### src/sv/sor_div.sv
// Restoring unsigned divider, one quotient bit per cycle.
// Used for the residual / center division; depends on nothing.
module sor_div #(
    parameter int NUM_W = 63,
    parameter int DEN_W = 32
) (
    input  logic             aclk,
    input  logic             aresetn,
    input  logic             start,
    input  logic [NUM_W-1:0] num,
    input  logic [DEN_W-1:0] den,
    output logic             done,
    output logic [NUM_W-1:0] quo
);
    localparam int CNT_W = $clog2(NUM_W + 1);

    logic             busy_reg, busy_next;
    logic             done_reg, done_next;
    logic [CNT_W-1:0] cnt_reg, cnt_next;
    logic [NUM_W-1:0] num_reg, num_next;
    logic [DEN_W-1:0] rem_reg, rem_next;
    logic [DEN_W-1:0] den_reg, den_next;
    logic [DEN_W:0]   trial;
    logic [DEN_W:0]   diff;

    // one restoring step
    always_comb begin
        trial = {rem_reg, num_reg[NUM_W-1]};
        diff  = trial - {1'b0, den_reg};
        busy_next = busy_reg;
        done_next = 1'b0;
        cnt_next  = cnt_reg;
        num_next  = num_reg;
        rem_next  = rem_reg;
        den_next  = den_reg;
        if (start) begin
            busy_next = 1'b1;
            cnt_next  = CNT_W'(NUM_W);
            num_next  = num;
            rem_next  = '0;
            den_next  = den;
        end else if (busy_reg) begin
            if (trial >= {1'b0, den_reg}) begin
                rem_next = diff[DEN_W-1:0];
                num_next = {num_reg[NUM_W-2:0], 1'b1};
            end else begin
                rem_next = trial[DEN_W-1:0];
                num_next = {num_reg[NUM_W-2:0], 1'b0};
            end
            cnt_next = cnt_reg - 1'b1;
            if (cnt_reg == CNT_W'(1)) begin
                busy_next = 1'b0;
                done_next = 1'b1;
            end
        end
    end

    always_ff @(posedge aclk) begin
        if (!aresetn) begin
            busy_reg <= 1'b0;
            done_reg <= 1'b0;
            cnt_reg  <= '0;
        end else begin
            busy_reg <= busy_next;
            done_reg <= done_next;
            cnt_reg  <= cnt_next;
        end
    end

    always_ff @(posedge aclk) begin
        num_reg <= num_next;
        rem_reg <= rem_next;
        den_reg <= den_next;
    end

    assign done = done_reg;
    assign quo  = num_reg;
endmodule

### config.mk
export PLATFORM = sky130hd
export DESIGN_NAME = sor_div
export DESIGN_NICKNAME = d
export VERILOG_FILES = /design/src/sv/sor_div.sv
export SDC_FILE = /design/constraint.sdc
export NUM_CORES = 1
export LEC_CHECK = 0
export BUFFER_PORTS_ARGS = -buffer_cell sky130_fd_sc_hd__buf_2
export CORE_ASPECT_RATIO = 2
export CORE_MARGIN = 10
export CORE_UTILIZATION = 45
export CTS_BUF_LIST = sky130_fd_sc_hd__clkbuf_4 sky130_fd_sc_hd__clkbuf_8
export DETAILED_ROUTE_END_ITERATION = 8
export GPL_TIMING_DRIVEN = 0
export PLACE_DENSITY = 0.68
export SLEW_MARGIN = 20
export SYNTH_ARGS = -nofsm -noshare
export SYNTH_HDL_FRONTEND = slang
export SYNTH_SLANG_ARGS = --single-unit
### constraint.sdc
create_clock -name aclk -period 7.1 [get_ports aclk]
set_input_delay 0.71 -clock aclk [delete_from_list [all_inputs] [get_ports aclk]]
set_output_delay 0.71 -clock aclk [all_outputs]
set_load 0.005 [all_outputs]
==> impl_metrics.tcl <==
set metrics [dict create \
    synthesis.area_per_instance_um2 10.9 \
    ant_nets 0 \
    detail_route.drc_violations 0 \
    setup_total_negative_slack_ns 0 \
    layout_worst_path_cycle_share 0.456 \
    seqCellArea_um2 3650 \
    wire_length_of_the_first_global_routing_pass_um 33400 \
    yosysMostFrequentCell "sky130_fd_sc_hd__edfxtp_1" \
    grt_antenna_before_repair 0 \
    slew_violations 0 \
    vdd.ir_drop.worst_mv 0.148 \
    cts_sinks 135 \
    yosysWarnings 0 \
    cts_tree "yes" \
    area_delta_synth_final_pct 20.0 \
    normalized_max_slew_margin 0.380 \
    timing.setup.critical_path_class "reg -> reg" \
    synthesized_net_count 807 \
    synth-async-reset-ratio 0 \
    ys_dominant_reg_cell "sky130_fd_sc_hd__edfxtp_1" \
    cts_max_path_buffers 2 \
    largest_register_ff_count 63 \
    synthDominantAreaCellType "sky130_fd_sc_hd__edfxtp_1" \
    multi_input_area_um2 3410 \
    via_count 5927 \
    cts_resized 0 \
    cts_root_buf "sky130_fd_sc_hd__clkbuf_8" \
    boundaryPins 162 \
    endpoint_kind "flip-flop" \
    rsz0062_at_grt "false" \
    leakagePower_nw 3.86 \
    die_area_um2 22200 \
    run_status "completed" \
    routed_wl_um 21100 \
    first_global_vias 6364 \
    std_cell_rows 66 \
    dr.pass1.iters 4 \
    fill_cells 1532 \
    start_util 0.456 \
    gp_congestion 0.943 \
    netlist_area_um2 7370 \
    cp_max_fo 10 \
    die_width_um 111 \
    insertion_delay_ns 0.45 \
    max_slew.worst_pin.slew_ns 0.929 \
    syn-instance-count 674 \
    start_kind "flip-flop" \
    period_needed_ns 3.23 \
    distinct_cells_synth 61 \
    final.setup.worst_slack_ns 3.87 \
    grt_remaining_overflow 0 \
    synth_top_area_share 0.387 \
    antenna-diode-count 0 \
    maxClockFrequency_mhz 309 \
    vertical_die_dimension_um 201 \
    yosys-top-cells-area "sky130_fd_sc_hd__edfxtp_1, sky130_fd_sc_hd__dfxtp_1, sky130_fd_sc_hd__mux2_2" \
    finalClockSkew_ns 0.0128 \
    synth_enable_flop_cells 95 \
    dr.first_iter.drc_count 302 \
    finalSetupViolations 0 \
    fin_hold_viols 0 \
    post_route_cells_drive_above_1_share 0.313 \
    grt_usage 0.187 \
    design.core.area_um2 16200 \
    cts-htree-levels 4 \
    post-place-ws_ns 3.84 \
    worst_ep_required_time_ns 7.28 \
    hp-class "in -> reg" \
    power.density_nw_per_um2 228 \
    cts_buffers 17 \
    design.final.nets 988 \
    synthTopCellsByCount "sky130_fd_sc_hd__edfxtp_1, sky130_fd_sc_hd__nor2_1, sky130_fd_sc_hd__mux2_2" \
    vias_per_cell 5.53 \
    grt_start_max_net_pins 56 \
    post_cts_setup_buffers 0 \
    drt-wirelength-per-cell_um 19.6 \
    worst-endpoint-arrival_ns 3.41 \
    seq_area_frac_synth 0.495 \
    dp_hpwl_um 16400 \
    post_cts_hold_buffer_count 0 \
    numPortBuffers 161 \
    max_capacitance_violation_count 0 \
    clkTransAtPathRegs_ns 0.08 \
    synth-seq-cells 135 \
]
## worst max-delay path, stage by stage (launching register included)
cell                       delay [ns]
sky130_fd_sc_hd__dfxtp_1         0.41
sky130_fd_sc_hd__ha_1            0.26
sky130_fd_sc_hd__clkbuf_2        0.15
sky130_fd_sc_hd__and4_1          0.19
sky130_fd_sc_hd__clkbuf_1        0.17
sky130_fd_sc_hd__and3_1          0.24
sky130_fd_sc_hd__a41oi_1         0.24
sky130_fd_sc_hd__o21ai_0         0.13
sky130_fd_sc_hd__a211oi_1        0.25
sky130_fd_sc_hd__o31a_1          0.16
sky130_fd_sc_hd__buf_2           0.20
sky130_fd_sc_hd__clkbuf_1        0.43
sky130_fd_sc_hd__mux2i_1         0.14
## cell type report
cell class                 instances  area share
sequential                       135       0.413
multi-input combinational        460       0.385
timing repair buffer             162      0.0942
clock buffer                      29      0.0387
tap                              204      0.0288
inverter                          44      0.0189
buffer                            35      0.0165
clock inverter                     3     0.00467
## final timing paths
kind                       startpoint                        to  slack (ns)  cells past startpoint
max          rem_reg[27]$_SDFFE_PP0P_          quo[0]$_DFFE_PP_        3.87                     12
min                           den[10]     den_reg[10]$_DFFE_PP_        0.43                      1
max reg2reg  rem_reg[27]$_SDFFE_PP0P_          quo[0]$_DFFE_PP_        3.87                     12
min reg2reg  rem_reg[12]$_SDFFE_PP0P_  rem_reg[12]$_SDFFE_PP0P_        0.51                      2
## kinds of logic after synthesis
group,Yosys count,synth area share
AND/OR/NAND/NOR,175,0.116
AO/OA/AOI/OAI,136,0.125
flip-flops,135,0.495
multiplexers,86,0.127
buffers and inverters,79,0.0422
adder cells (fa/ha/maj),35,0.0604
XOR/XNOR,28,0.0333
## routing by layer
metal  vias to the layer above  GRT usage  share of wire
li1                       2846          -              -
met5                         -          0              0
met1                      2818      0.171           0.34
met3                        56     0.0622          0.070
met2                       207      0.346           0.54
met4                         0      0.109          0.048
## placed cells by master (no fill, tap or decap), types with 3 or more instances in the layout
master and instances:
sky130_fd_sc_hd__buf_2 165, sky130_fd_sc_hd__edfxtp_1 95, sky130_fd_sc_hd__nor2_1 68, sky130_fd_sc_hd__mux2_2 63
sky130_fd_sc_hd__inv_1 43, sky130_fd_sc_hd__dfxtp_1 40, sky130_fd_sc_hd__a21oi_1 39, sky130_fd_sc_hd__nand2_1 34
sky130_fd_sc_hd__ha_1 34, sky130_fd_sc_hd__clkbuf_1 24, sky130_fd_sc_hd__mux2i_1 23, sky130_fd_sc_hd__o21ai_0 22
sky130_fd_sc_hd__a211oi_1 21, sky130_fd_sc_hd__clkbuf_8 20, sky130_fd_sc_hd__xnor2_1 18, sky130_fd_sc_hd__nand3_1 13
sky130_fd_sc_hd__xor2_1 10, sky130_fd_sc_hd__a21o_1 9, sky130_fd_sc_hd__clkbuf_4 9, sky130_fd_sc_hd__nand2b_1 8
sky130_fd_sc_hd__nor3_1 8, sky130_fd_sc_hd__nand4_1 7, sky130_fd_sc_hd__a311oi_1 7, sky130_fd_sc_hd__nor2b_1 5
sky130_fd_sc_hd__nor4_1 5, sky130_fd_sc_hd__o31ai_1 5, sky130_fd_sc_hd__a32oi_1 5, sky130_fd_sc_hd__and4_1 4
sky130_fd_sc_hd__a211o_1 4, sky130_fd_sc_hd__nor3b_1 4, sky130_fd_sc_hd__o211ai_1 4, sky130_fd_sc_hd__and3_1 4
sky130_fd_sc_hd__buf_1 3, sky130_fd_sc_hd__and2_1 3, sky130_fd_sc_hd__o21bai_1 3
## power by group
group          switching (mW)  internal (mW)  leakage (nW)
registers              0.0420          0.924          1.28
clock network           0.295          0.340         0.208
logic                   0.233          0.184          2.37
total                   0.571           1.45          3.86
## metrics by stage
stage               std cells  power, mW  hold WS [ns]  instance area (um2)  utilization
floorplan                 674       1.24         0.461                 7370            -
global placement         1039       1.39         0.493                 8440        0.521
detailed placement       1040       1.40         0.498                 8470        0.523
CTS                      1072       2.04         0.406                 8850        0.547
global route             1072       2.12         0.409                 8850        0.547
finish                   1072       2.02         0.430                 8850        0.547
No activity file was read; power rests on OpenSTA's default activity.
